### config.mk
export PLATFORM = sky130hd
export DESIGN_NAME = frame_timing_monitor_top
export DESIGN_NICKNAME = d
export VERILOG_FILES = /design/src/rtl/ftm_pkg.sv /design/src/rtl/frame_timing_monitor_top.sv
export VERILOG_INCLUDE_DIRS = /design/src /design/src/rtl
export SDC_FILE = /design/constraint.sdc
export NUM_CORES = 2
export LEC_CHECK = 0
export BUFFER_PORTS_ARGS = -buffer_cell sky130_fd_sc_hd__buf_2
export CELL_PAD_IN_SITES_DETAIL_PLACEMENT = 1
export CELL_PAD_IN_SITES_GLOBAL_PLACEMENT = 2
export CORE_UTILIZATION = 44
export DETAILED_ROUTE_END_ITERATION = 12
export HOLD_SLACK_MARGIN = 0.02
export MAX_ROUTING_LAYER = met4
export PLACE_DENSITY_LB_ADDON = 0.08
export SLEW_MARGIN = 25
export SYNTH_ARGS = -nofsm -noshare
export SYNTH_HDL_FRONTEND = slang
export SYNTH_SLANG_ARGS = --single-unit
### constraint.sdc
create_clock -name clk -period 8.2 [get_ports clk]
set_input_delay 1.64 -clock clk [delete_from_list [all_inputs] [get_ports clk]]
set_output_delay 1.64 -clock clk [all_outputs]
set_load 0.02 [all_outputs]
### src/rtl/assert_macros.svh
// Assertion macros shared by the RTL of the frame timing monitor.
// No dependencies; the bodies compile away when SYNTH is defined.
`ifndef ASSERT_MACROS_SVH
`define ASSERT_MACROS_SVH
`ifndef SYNTH
// Checks that the consequent holds in the same cycle as the antecedent.
`define FTM_ASSERT_IMP(label, clk, rst_n, ante, cons) \
  label: assert property (@(posedge clk) disable iff (!rst_n) (ante) |-> (cons)) \
    else $error("frame timing monitor: assertion failed");
// Checks that the consequent holds in the cycle after the antecedent.
`define FTM_ASSERT_NXT(label, clk, rst_n, ante, cons) \
  label: assert property (@(posedge clk) disable iff (!rst_n) (ante) |=> (cons)) \
    else $error("frame timing monitor: assertion failed");
`else
`define FTM_ASSERT_IMP(label, clk, rst_n, ante, cons)
`define FTM_ASSERT_NXT(label, clk, rst_n, ante, cons)
`endif
`endif

### src/rtl/ftm_pkg.sv
// Types, constants and helper functions for the frame timing monitor.
// No dependencies; used by frame_timing_monitor_top.
package ftm_pkg;

  // Widths of the fixed-size fields and counters.
  localparam int STAMP_W = 32;
  localparam int CNT_W   = 32;
  localparam int SNAP_W  = 16;
  // A count times 100 needs seven more bits.
  localparam int DSR_W   = CNT_W + 7;

  localparam logic [STAMP_W-1:0] MAX_PERIOD_RST = 32'd250000;
  localparam logic [DSR_W-1:0]   SCALE          = 39'd100;
  localparam logic [SNAP_W-1:0]  SNAP_MAX       = 16'hFFFF;

  // Sequencer states.
  typedef enum logic [2:0] {
    ST_IDLE,
    ST_FRAME,
    ST_PSETUP,
    ST_DLOAD,
    ST_DIV,
    ST_PUBLISH
  } ftm_state_t;

  // Which snapshot value the shared divider is working on.
  typedef enum logic [1:0] {
    DOP_AVG,
    DOP_WORST,
    DOP_PERIOD
  } ftm_div_op_t;

  // Saturate an unsigned value to 16 bits.
  function automatic logic [SNAP_W-1:0] sat16(input logic [63:0] v);
    sat16 = (v > 64'(SNAP_MAX)) ? SNAP_MAX : v[SNAP_W-1:0];
  endfunction

  // Count times 100 as a shift-add: 64 + 32 + 4.
  function automatic logic [DSR_W-1:0] times_scale(input logic [CNT_W-1:0] c);
    logic [DSR_W-1:0] ce;
    ce = DSR_W'(c);
    times_scale = (ce << 6) + (ce << 5) + (ce << 2);
  endfunction

endpackage

### src/rtl/frame_timing_monitor_top.sv
// Frame timing monitor: frame accumulators, shared iterative divider, snapshot.
// Depends on ftm_pkg and assert_macros.svh.
// Frame transfer: accepted in ST_IDLE, accumulators updated in ST_FRAME (in_tready low), then ST_IDLE.
// Publish transfer: a setup step (ST_PSETUP), then up to three divisions (ST_DLOAD, ST_DIV)
// on one restoring divider (one quotient bit per cycle), then ST_PUBLISH loads the output
// once the output register is free; an empty window skips the divisions.
// Synchronous active-low reset clears accumulators, snapshot, out_tvalid; sets max_period to 250000.
`include "assert_macros.svh"

module frame_timing_monitor_top #(
  parameter int TIME_WIDTH = 32
) (
  input  logic        clk,
  input  logic        rst_n,
  // Configuration: max_period.
  input  logic        cfg_wr_en,
  input  logic [31:0] cfg_wr_data,
  // Input stream.
  input  logic        in_tvalid,
  output logic        in_tready,
  input  logic [63:0] in_tdata,   // start_us [31:0], end_us [63:32]
  input  logic [0:0]  in_tuser,   // kind [0]
  // Result stream.
  output logic        out_tvalid,
  input  logic        out_tready,
  output logic [63:0] out_tdata,  // frames [15:0], avg_us100 [31:16],
                                  // worst_us100 [47:32], period_us100 [63:48]
  output logic [0:0]  out_tuser   // updated [0]
);

  localparam int TW   = TIME_WIDTH;
  localparam int CW   = $clog2(TW);
  localparam int CMPW = (TW > ftm_pkg::STAMP_W) ? TW : ftm_pkg::STAMP_W;
  localparam int DW   = ftm_pkg::DSR_W;
  localparam int SW   = ftm_pkg::SNAP_W;
  localparam int CNW  = ftm_pkg::CNT_W;

  // Sequencer and configuration.
  ftm_pkg::ftm_state_t  state_r, state_nxt;
  ftm_pkg::ftm_div_op_t div_op_r, div_op_nxt;
  logic [31:0]          max_period_r, max_period_nxt;

  // Window accumulators.
  logic [CNW-1:0] fc_r, fc_nxt;
  logic [CNW-1:0] pc_r, pc_nxt;
  logic [TW-1:0]  dsum_r, dsum_nxt;
  logic [TW-1:0]  worst_r, worst_nxt;
  logic [TW-1:0]  last_start_r, last_start_nxt;
  logic [TW-1:0]  psum_r, psum_nxt;

  // Snapshot.
  logic [SW-1:0] snap_frames_r, snap_frames_nxt;
  logic [SW-1:0] snap_avg_r, snap_avg_nxt;
  logic [SW-1:0] snap_worst_r, snap_worst_nxt;
  logic [SW-1:0] snap_period_r, snap_period_nxt;
  logic          upd_r, upd_nxt;

  // Frame item holding registers.
  logic [TW-1:0] t0_r, t0_nxt;
  logic [TW-1:0] dur_r, dur_nxt;
  logic [TW-1:0] per_r, per_nxt;

  // Scaled counts for the divisor.
  logic [DW-1:0] fc100_r, fc100_nxt;
  logic [DW-1:0] pc100_r, pc100_nxt;

  // Shared divider: dividend shifts out at the top while quotient bits shift in.
  logic [TW-1:0] dvd_r, dvd_nxt;
  logic [DW-1:0] dsr_r, dsr_nxt;
  logic [DW-1:0] rem_r, rem_nxt;
  logic [CW-1:0] cnt_r, cnt_nxt;

  // Output register.
  logic          out_valid_r, out_valid_nxt;
  logic [63:0]   out_data_r, out_data_nxt;
  logic          out_upd_r, out_upd_nxt;

  // Combinational helpers.
  logic          in_xfer;
  logic [TW-1:0] in_t0;
  logic [TW-1:0] in_t1;
  logic [DW:0]   trial;
  logic          qbit;
  logic [TW-1:0] quot;
  logic [SW-1:0] quot_sat;

  assign in_tready = (state_r == ftm_pkg::ST_IDLE);
  assign in_xfer   = in_tvalid && in_tready;
  assign in_t0     = TW'(in_tdata[31:0]);
  assign in_t1     = TW'(in_tdata[63:32]);

  assign out_tvalid = out_valid_r;
  assign out_tdata  = out_data_r;
  assign out_tuser  = out_upd_r;

  // One restoring step of the divider.
  assign trial    = {rem_r, dvd_r[TW-1]};
  assign qbit     = (trial >= {1'b0, dsr_r});
  assign quot     = {dvd_r[TW-2:0], qbit};
  assign quot_sat = ftm_pkg::sat16(64'(quot));

  // Next state and datapath control.
  always_comb begin
    state_nxt       = state_r;
    div_op_nxt      = div_op_r;
    max_period_nxt  = max_period_r;
    fc_nxt          = fc_r;
    pc_nxt          = pc_r;
    dsum_nxt        = dsum_r;
    worst_nxt       = worst_r;
    last_start_nxt  = last_start_r;
    psum_nxt        = psum_r;
    snap_frames_nxt = snap_frames_r;
    snap_avg_nxt    = snap_avg_r;
    snap_worst_nxt  = snap_worst_r;
    snap_period_nxt = snap_period_r;
    upd_nxt         = upd_r;
    t0_nxt          = t0_r;
    dur_nxt         = dur_r;
    per_nxt         = per_r;
    fc100_nxt       = fc100_r;
    pc100_nxt       = pc100_r;
    dvd_nxt         = dvd_r;
    dsr_nxt         = dsr_r;
    rem_nxt         = rem_r;
    cnt_nxt         = cnt_r;
    out_valid_nxt   = out_valid_r;
    out_data_nxt    = out_data_r;
    out_upd_nxt     = out_upd_r;

    if (cfg_wr_en) begin
      max_period_nxt = cfg_wr_data;
    end

    // The result leaves on a completed output transfer.
    if (out_valid_r && out_tready) begin
      out_valid_nxt = 1'b0;
    end

    unique case (state_r)
      ftm_pkg::ST_IDLE: begin
        if (in_xfer) begin
          if (in_tuser[0]) begin
            state_nxt = ftm_pkg::ST_PSETUP;
          end else begin
            // Duration and period are taken while the stamps are on the port.
            t0_nxt    = in_t0;
            dur_nxt   = in_t1 - in_t0;
            per_nxt   = in_t0 - last_start_r;
            state_nxt = ftm_pkg::ST_FRAME;
          end
        end
      end

      ftm_pkg::ST_FRAME: begin
        fc_nxt   = fc_r + CNW'(1);
        dsum_nxt = dsum_r + dur_r;
        if (dur_r > worst_r) begin
          worst_nxt = dur_r;
        end
        // A zero last start means no start is on record yet.
        if ((last_start_r != '0) && (CMPW'(per_r) < CMPW'(max_period_r))) begin
          psum_nxt = psum_r + per_r;
          pc_nxt   = pc_r + CNW'(1);
        end
        last_start_nxt = t0_r;
        state_nxt      = ftm_pkg::ST_IDLE;
      end

      ftm_pkg::ST_PSETUP: begin
        fc100_nxt = ftm_pkg::times_scale(fc_r);
        pc100_nxt = ftm_pkg::times_scale(pc_r);
        if (fc_r != '0) begin
          // The window has frames: refresh the snapshot.
          upd_nxt         = 1'b1;
          snap_frames_nxt = ftm_pkg::sat16(64'(fc_r));
          div_op_nxt      = ftm_pkg::DOP_AVG;
          state_nxt       = ftm_pkg::ST_DLOAD;
        end else begin
          // Empty window: keep the previous snapshot.
          upd_nxt   = 1'b0;
          state_nxt = ftm_pkg::ST_PUBLISH;
        end
      end

      ftm_pkg::ST_DLOAD: begin
        // Dividing by 100 times the count gives the average over 100 in one pass.
        rem_nxt   = '0;
        cnt_nxt   = CW'(TW - 1);
        state_nxt = ftm_pkg::ST_DIV;
        unique case (div_op_r)
          ftm_pkg::DOP_AVG: begin
            dvd_nxt = dsum_r;
            dsr_nxt = fc100_r;
          end
          ftm_pkg::DOP_WORST: begin
            dvd_nxt = worst_r;
            dsr_nxt = ftm_pkg::SCALE;
          end
          ftm_pkg::DOP_PERIOD: begin
            dvd_nxt = psum_r;
            dsr_nxt = pc100_r;
          end
          default: begin
            state_nxt = ftm_pkg::ST_PUBLISH;
          end
        endcase
      end

      ftm_pkg::ST_DIV: begin
        rem_nxt = qbit ? DW'(trial - {1'b0, dsr_r}) : trial[DW-1:0];
        dvd_nxt = quot;
        cnt_nxt = cnt_r - CW'(1);
        if (cnt_r == '0) begin
          unique case (div_op_r)
            ftm_pkg::DOP_AVG: begin
              snap_avg_nxt = quot_sat;
              div_op_nxt   = ftm_pkg::DOP_WORST;
              state_nxt    = ftm_pkg::ST_DLOAD;
            end
            ftm_pkg::DOP_WORST: begin
              snap_worst_nxt = quot_sat;
              if (pc_r != '0) begin
                div_op_nxt = ftm_pkg::DOP_PERIOD;
                state_nxt  = ftm_pkg::ST_DLOAD;
              end else begin
                // No period was accepted in this window.
                snap_period_nxt = '0;
                state_nxt       = ftm_pkg::ST_PUBLISH;
              end
            end
            ftm_pkg::DOP_PERIOD: begin
              snap_period_nxt = quot_sat;
              state_nxt       = ftm_pkg::ST_PUBLISH;
            end
            default: begin
              state_nxt = ftm_pkg::ST_PUBLISH;
            end
          endcase
        end
      end

      ftm_pkg::ST_PUBLISH: begin
        // Wait until the output register is free, then load it and clear the window.
        if (!out_valid_r || out_tready) begin
          out_valid_nxt  = 1'b1;
          out_data_nxt   = {snap_period_r, snap_worst_r, snap_avg_r, snap_frames_r};
          out_upd_nxt    = upd_r;
          fc_nxt         = '0;
          pc_nxt         = '0;
          dsum_nxt       = '0;
          worst_nxt      = '0;
          last_start_nxt = '0;
          psum_nxt       = '0;
          state_nxt      = ftm_pkg::ST_IDLE;
        end
      end

      default: begin
        state_nxt = ftm_pkg::ST_IDLE;
      end
    endcase
  end

  // Registers with reset: control, configuration, accumulators and snapshot.
  always_ff @(posedge clk) begin
    if (!rst_n) begin
      state_r       <= ftm_pkg::ST_IDLE;
      div_op_r      <= ftm_pkg::DOP_AVG;
      max_period_r  <= ftm_pkg::MAX_PERIOD_RST;
      fc_r          <= '0;
      pc_r          <= '0;
      dsum_r        <= '0;
      worst_r       <= '0;
      last_start_r  <= '0;
      psum_r        <= '0;
      snap_frames_r <= '0;
      snap_avg_r    <= '0;
      snap_worst_r  <= '0;
      snap_period_r <= '0;
      upd_r         <= 1'b0;
      out_valid_r   <= 1'b0;
    end else begin
      state_r       <= state_nxt;
      div_op_r      <= div_op_nxt;
      max_period_r  <= max_period_nxt;
      fc_r          <= fc_nxt;
      pc_r          <= pc_nxt;
      dsum_r        <= dsum_nxt;
      worst_r       <= worst_nxt;
      last_start_r  <= last_start_nxt;
      psum_r        <= psum_nxt;
      snap_frames_r <= snap_frames_nxt;
      snap_avg_r    <= snap_avg_nxt;
      snap_worst_r  <= snap_worst_nxt;
      snap_period_r <= snap_period_nxt;
      upd_r         <= upd_nxt;
      out_valid_r   <= out_valid_nxt;
    end
  end

  // Payload registers.
  always_ff @(posedge clk) begin
    t0_r       <= t0_nxt;
    dur_r      <= dur_nxt;
    per_r      <= per_nxt;
    fc100_r    <= fc100_nxt;
    pc100_r    <= pc100_nxt;
    dvd_r      <= dvd_nxt;
    dsr_r      <= dsr_nxt;
    rem_r      <= rem_nxt;
    cnt_r      <= cnt_nxt;
    out_data_r <= out_data_nxt;
    out_upd_r  <= out_upd_nxt;
  end

  // The divider never runs on a zero divisor.
  `FTM_ASSERT_IMP(a_div_nonzero, clk, rst_n, state_r == ftm_pkg::ST_DIV, dsr_r != '0)
  // The partial remainder always stays below the divisor.
  `FTM_ASSERT_IMP(a_rem_bound, clk, rst_n, state_r == ftm_pkg::ST_DIV, rem_r < dsr_r)
  // A new result appears only from the publish step.
  `FTM_ASSERT_IMP(a_out_src, clk, rst_n, $rose(out_valid_r), $past(state_r) == ftm_pkg::ST_PUBLISH)
  // Leaving the publish step leaves an empty window behind.
  `FTM_ASSERT_NXT(a_pub_clear, clk, rst_n,
    (state_r == ftm_pkg::ST_PUBLISH) && (state_nxt == ftm_pkg::ST_IDLE),
    (fc_r == '0) && (pc_r == '0) && (last_start_r == '0))

endmodule
[Word level (Yosys, flattened, before mapping)]
Index checks and enable logic that the tools add are counted.
Operators by class
  add/sub/neg operators: 12
  magnitude comparators: 5
  equal/unequal tests: 17
  multiplexer cells: 38
  bitwise operators: 1
  reduce and logical (&&, ||, !) cells: 30
Operator list (number)
  $pmux 32 s2: 7
  $mux 32: 4
  $pmux 39 s3: 1
  $pmux 32 s3: 1
  $reduce_bool 32->1: 3
  $add 38x37->39: 2
  $add 39x34->39: 2
  $pmux 39 s2: 1
  $add 32x1->32 const B: 2
  $add 32x32->32: 2
  $gt 32x16->1 const B: 2
  $sub 32x32->32: 2
  $mux 16: 3
  $ge 40x39->1: 1
  $mux 39: 1
  $sub 39x39->39: 1
  $gt 32x32->1: 1
  $lt 32x32->1: 1
  $pmux 16 s2: 1
  $reduce_and 3->1: 6
  $mux 3: 5
  $pmux 3 s5: 1
  $ne 2x2->1 const B: 6
  $pmux 5 s2: 1
  other kinds (27): 46
Storage, ports and cells
  flip-flop bits (word level): 649
  logic and storage cells: 129

[Logic depth before layout (Yosys ltp)]
  depth after elaboration: 5
  mapped depth: 15
  depth with buffers taken out: 15

[Worst setup path before layout]
OpenSTA, ideal clock, no wires.
  path kind: input -> register
  start point: in out_tready
  end point: reg worst_r[22]
  library setup time: 132 ps
  arrival time: 4623 ps
  required time: 8068 ps
  setup slack: 3444 ps
  stages on the path: 6
  path buffers: 1
  cells stage by stage: nand2b_1 nand3_1 inv_1 clkbuf_1 or3_1 a21oi_1
On the way
  cells in the longest elaborated chain, start to end: 3
Ends and longest elaborated chain
  start, declared: RTL line frame_timing_monitor_top.sv:25  | input logic out_tready,
  $logic_or 1x1->1: RTL line frame_timing_monitor_top.sv:245  | if (!out_valid_r || out_tready) begin
  $ne 2x2->1 (no line)
  $reduce_and 3->1 (no line)
  end signal, assigned: RTL line frame_timing_monitor_top.sv:290  | worst_r <= worst_nxt;
  end, declared: RTL line frame_timing_monitor_top.sv:47  | logic [TW-1:0] worst_r, worst_nxt;
No other way between the ends.
A chain may end at the register's enable or synchronous reset.

[Worst setup path in the final report]
  start point: reg fc_r[6]
  end point: reg fc100_r[38] (data pin)
On the way
  cells in the longest elaborated chain, start to end: 2
Ends and longest elaborated chain
  start, declared: RTL line frame_timing_monitor_top.sv:44  | logic [CNW-1:0] fc_r, fc_nxt;
  start signal, assigned: RTL line frame_timing_monitor_top.sv:287  | fc_r <= fc_nxt;
  $add 38x37->39: RTL line ftm_pkg.sv:42  | times_scale = (ce << 6) + (ce << 5) + (ce << 2);
  $add 39x34->39 (*): RTL line ftm_pkg.sv:42
  end signal, assigned: RTL line frame_timing_monitor_top.sv:307  | fc100_r <= fc100_nxt;
  end, declared: RTL line frame_timing_monitor_top.sv:64  | logic [DW-1:0] fc100_r, fc100_nxt;
Mark *: on every way between the ends. The rest lies on a longest branch, timed or not.

==> impl_results.md <==
- Vias in the first global route: 29200
- Share of layout cells above drive strength 1: 8.79%
- Clk buf depth: 3
- R2r startpoint: fc_r[6]$_SDFFE_PN0P_
- Power Dens Cells: 193 nW/um^2
- Hold crit path type: reg2reg
- Net Count, Synth: 4524
- RSZ-0062 raised after global routing: no
- GRT Residual Overflow: 0
- Final setup fails: 0
- Syn Inst Count: 3970
- TritonRoute pass-1 iters: 5
- Clock skew: 0.0270 ns
- Yosys reg bits: 643
- Synthesized cell area: 38300 sq um
- Synth Area in Compound Gates: 16.6%
- Yosys top cell by area: edfxtp_1
- Area Overhead vs Synth: 12.4%
- Finished Layout Cells: 5323
- Clk_lat worst skew: 0.66 ns
- Switching power: 0.00221 W
- Adder-cell share of the synthesized area: 16.0%
- Dpl hpwl: 79.8 mm
- Die width: 297 um
- Post-synth top area share: 27.3%
- Syn_area_per_cell: 9.64 sq um
- CTS sink cnt: 643
- Total track usage: 24.8%
- Pin count of the biggest net entering global routing: 93
- Worst-margin pin slew: 0.991 ns
- Antenna Nets Post-Route: 0
- Post-route cell area: 43000 sq um
- Max-Cap Viols: 0
- CTS buffer count: 78
- Fmax: 0.234 GHz
- IO Count: 169
- Core area: 85700 sq um
- Crit. End Element: register
- Mux share of post-synthesis cell area: 0.762%
- Dpl cells: 5175
- Detailed-route wire length: 107 mm
- DRC: 0
- Initial antenna violation count: 10
- Count leader, synth: nor2_1
- Max FO, Critical Path: 8
- Count of unique library cells instantiated by Yosys: 85
- Worst setup SP type: register
- Crit path required time: 8.59 ns
- Slew HR: 33.9%
- Crit Path Class: reg2reg
- Crit path time final: 4.27 ns
- Post-CTS sizing: 0
- Xor/xnor cell area share of the yosys netlist: 5.81%
- Setup bufs post-CTS: 0
- CP arrival: 4.66 ns
- Total Power: 0.00830 W
- Iter 0 DRT Violations: 1573
- Placed Instance Area: 40300 sq um
- Global-route wire length before repair: 168 mm
- Flop pwr share: 44.1%
- Run status: complete, no violations
- Drt wl/cell: 20.0 um
- Starting Density: 44.7%
- Root Buffer: clkbuf_16
- Via count: 28800
- CTS tree: yes
- Worst VDD drop: 0.000189 V
- Synth top cells by count: 410 x nor2_1, 390 x ha_1, 348 x edfxtp_1
- Crit. Startpoint: fc_r[6]$_SDFFE_PN0P_
- Cts hold-fix bufs: 0
- Main combinational cell family by area after synthesis: compound AO/OA/AOI/OAI gates
- Internal power: 0.00609 W
- DR vias/cell: 5.42
- H-tree levels: 3
- R2r setup slk: 3.93 ns
- Ys Warns: 0
- Final hold viol count: 0
- IO buf count: 168
- Post-Route Setup TNS: 0 ns
- Worst hold slack: 0.430 ns
- Die H: 297 um
- Clock-pin slew on the worst setup and hold paths: 0.06 ns
- Reg-to-Reg End: fc100_r[38]$_DFFE_PN_
- CP Capture Point: fc100_r[38]$_DFFE_PN_
- Rows: 107
- Clock share of power: 43.5%
- P_leak: 17.9 nW
- Die footprint: 88100 sq um
- Tcrit/Tclk final: 52.1%
- Net Sw Frac: 26.6%
- Post-synth ARST share: 0%
- R2r worst-path depth: 13
- Comb pwr share: 12.4%
- Fin. max-slew vios: 0
- Synth area leaders: edfxtp_1 27%, dfxtp_1 15%, ha_1 13%
- Top_reg_cell synth: edfxtp_1
- Layout Nets: 4665
- Final Wtd Congestion: 0.872
- Post-Synth Simple-Gate Area: 13.4%
- Number of synthesized flops with an enable pin: 348
- Seq/Total Area, Yosys: 42.7%
-- metrics by stage --
stage               setup slack, ns  utilization [%]
floorplan                      3.44                -
global placement               3.45             47.0
detailed placement             3.32             47.0
CTS                            3.92             50.1
global route                   3.61             50.2
finish                         3.93             50.2
-- power by group through the flow --
stage / sequential, W / combinational [W] / clock [W]
3_3_place_gp: 0.00372 / 0.00100 / 0
3_5_place_dp: 0.00372 / 0.00103 / 0
5_1_grt: 0.00367 / 0.00115 / 0.00381
6_report: 0.00366 / 0.00103 / 0.00361
4_1_cts: 0.00365 / 0.00103 / 0.00370
2_1_floorplan: 0.00368 / 0.000733 / 0
-- layout by cell type, fill, tap and decap left out, drive strengths merged, types with 38 or more instances in the layout --
cell type	n
nor2	411
ha	390
edfxtp	348
inv	343
a21oi	305
nand2	305
dfxtp	295
o21ai	229
buf	195
xnor2	190
a21o	130
clkbuf	118
nand3	99
a22oi	73
a211oi	65
xor2	64
fa	62
nand4	47
or3	43
nor3	42
nor2b	41
a31oi	38
-- layout make-up --
type | count | area, sq um
clock buffers | 118 | 2260
repair buffers | 195 | 1050
clock inverters | 27 | 413
flip-flops and latches | 643 | 16400
well taps | 1144 | 1430
diodes | 3 | 7.51
fillers | 9701 | 42700
inverters | 337 | 1270
multi-input cells | 2856 | 20200
-- critical path: stages (launching register included) --
cell      delay, ns
dfxtp_1        0.63
fa_1           0.52
ha_1           0.34
nor2b_1        0.14
o21ai_0        0.21
a21oi_1        0.15
o221a_2        0.28
a211oi_1       0.35
o21a_1         0.26
o31ai_1        0.18
a221oi_1       0.43
a21oi_1        0.12
a21oi_1        0.27
o21ai_0        0.12
-- sequential cells by signal (all words and copies together), names as in the netlist, 37 cells and up --
register and count:
out_tdata 64, fc100_r 37, pc100_r 37, dsr_r 37, rem_r 39
-- kinds of logic after synthesis --
family	count (synthesis)
DFF	643
xor gates and xnor gates	254
buffers and inverters	471
muxes	29
adders and majority gates	452
and+or+nand+nor	1121
AOI/OAI and AO/OA	1000
-- metal layers --
metal | GRT usage, % | vias up | share of wire, %
li1 | - | 14300 | -
met1 | 36.6 | 13900 | 53
met2 | 35.3 | 453 | 41
met3 | 4.01 | 127 | 4.2
met4 | 5.38 | 0 | 2.0
met5 | - | - | 0
-- how the worst min path moves through the flow --
| stage | start | endpoint | slack (ns) | cells past startpoint |
|---|---|---|---|---|
| final | snap_avg_r[11]$_SDFFE_PN0P_ | out_tdata[27]$_DFFE_PP_ | 0.43 | 0 |
| after global routing | snap_worst_r[0]$_SDFFE_PN0P_ | out_tdata[32]$_DFFE_PP_ | 0.44 | 0 |
| after CTS | snap_frames_r[1]$_SDFFE_PN0P_ | out_tdata[1]$_DFFE_PP_ | 0.43 | 0 |
| after detailed placement | snap_frames_r[11]$_SDFFE_PN0P_ | out_tdata[11]$_DFFE_PP_ | 0.41 | 0 |
| after global placement | snap_worst_r[3]$_SDFFE_PN0P_ | out_tdata[35]$_DFFE_PP_ | 0.41 | 0 |
| after floorplan | snap_avg_r[0]$_SDFFE_PN0P_ | out_tdata[16]$_DFFE_PP_ | 0.40 | 0 |
Power figures use the tool's default switching activity.
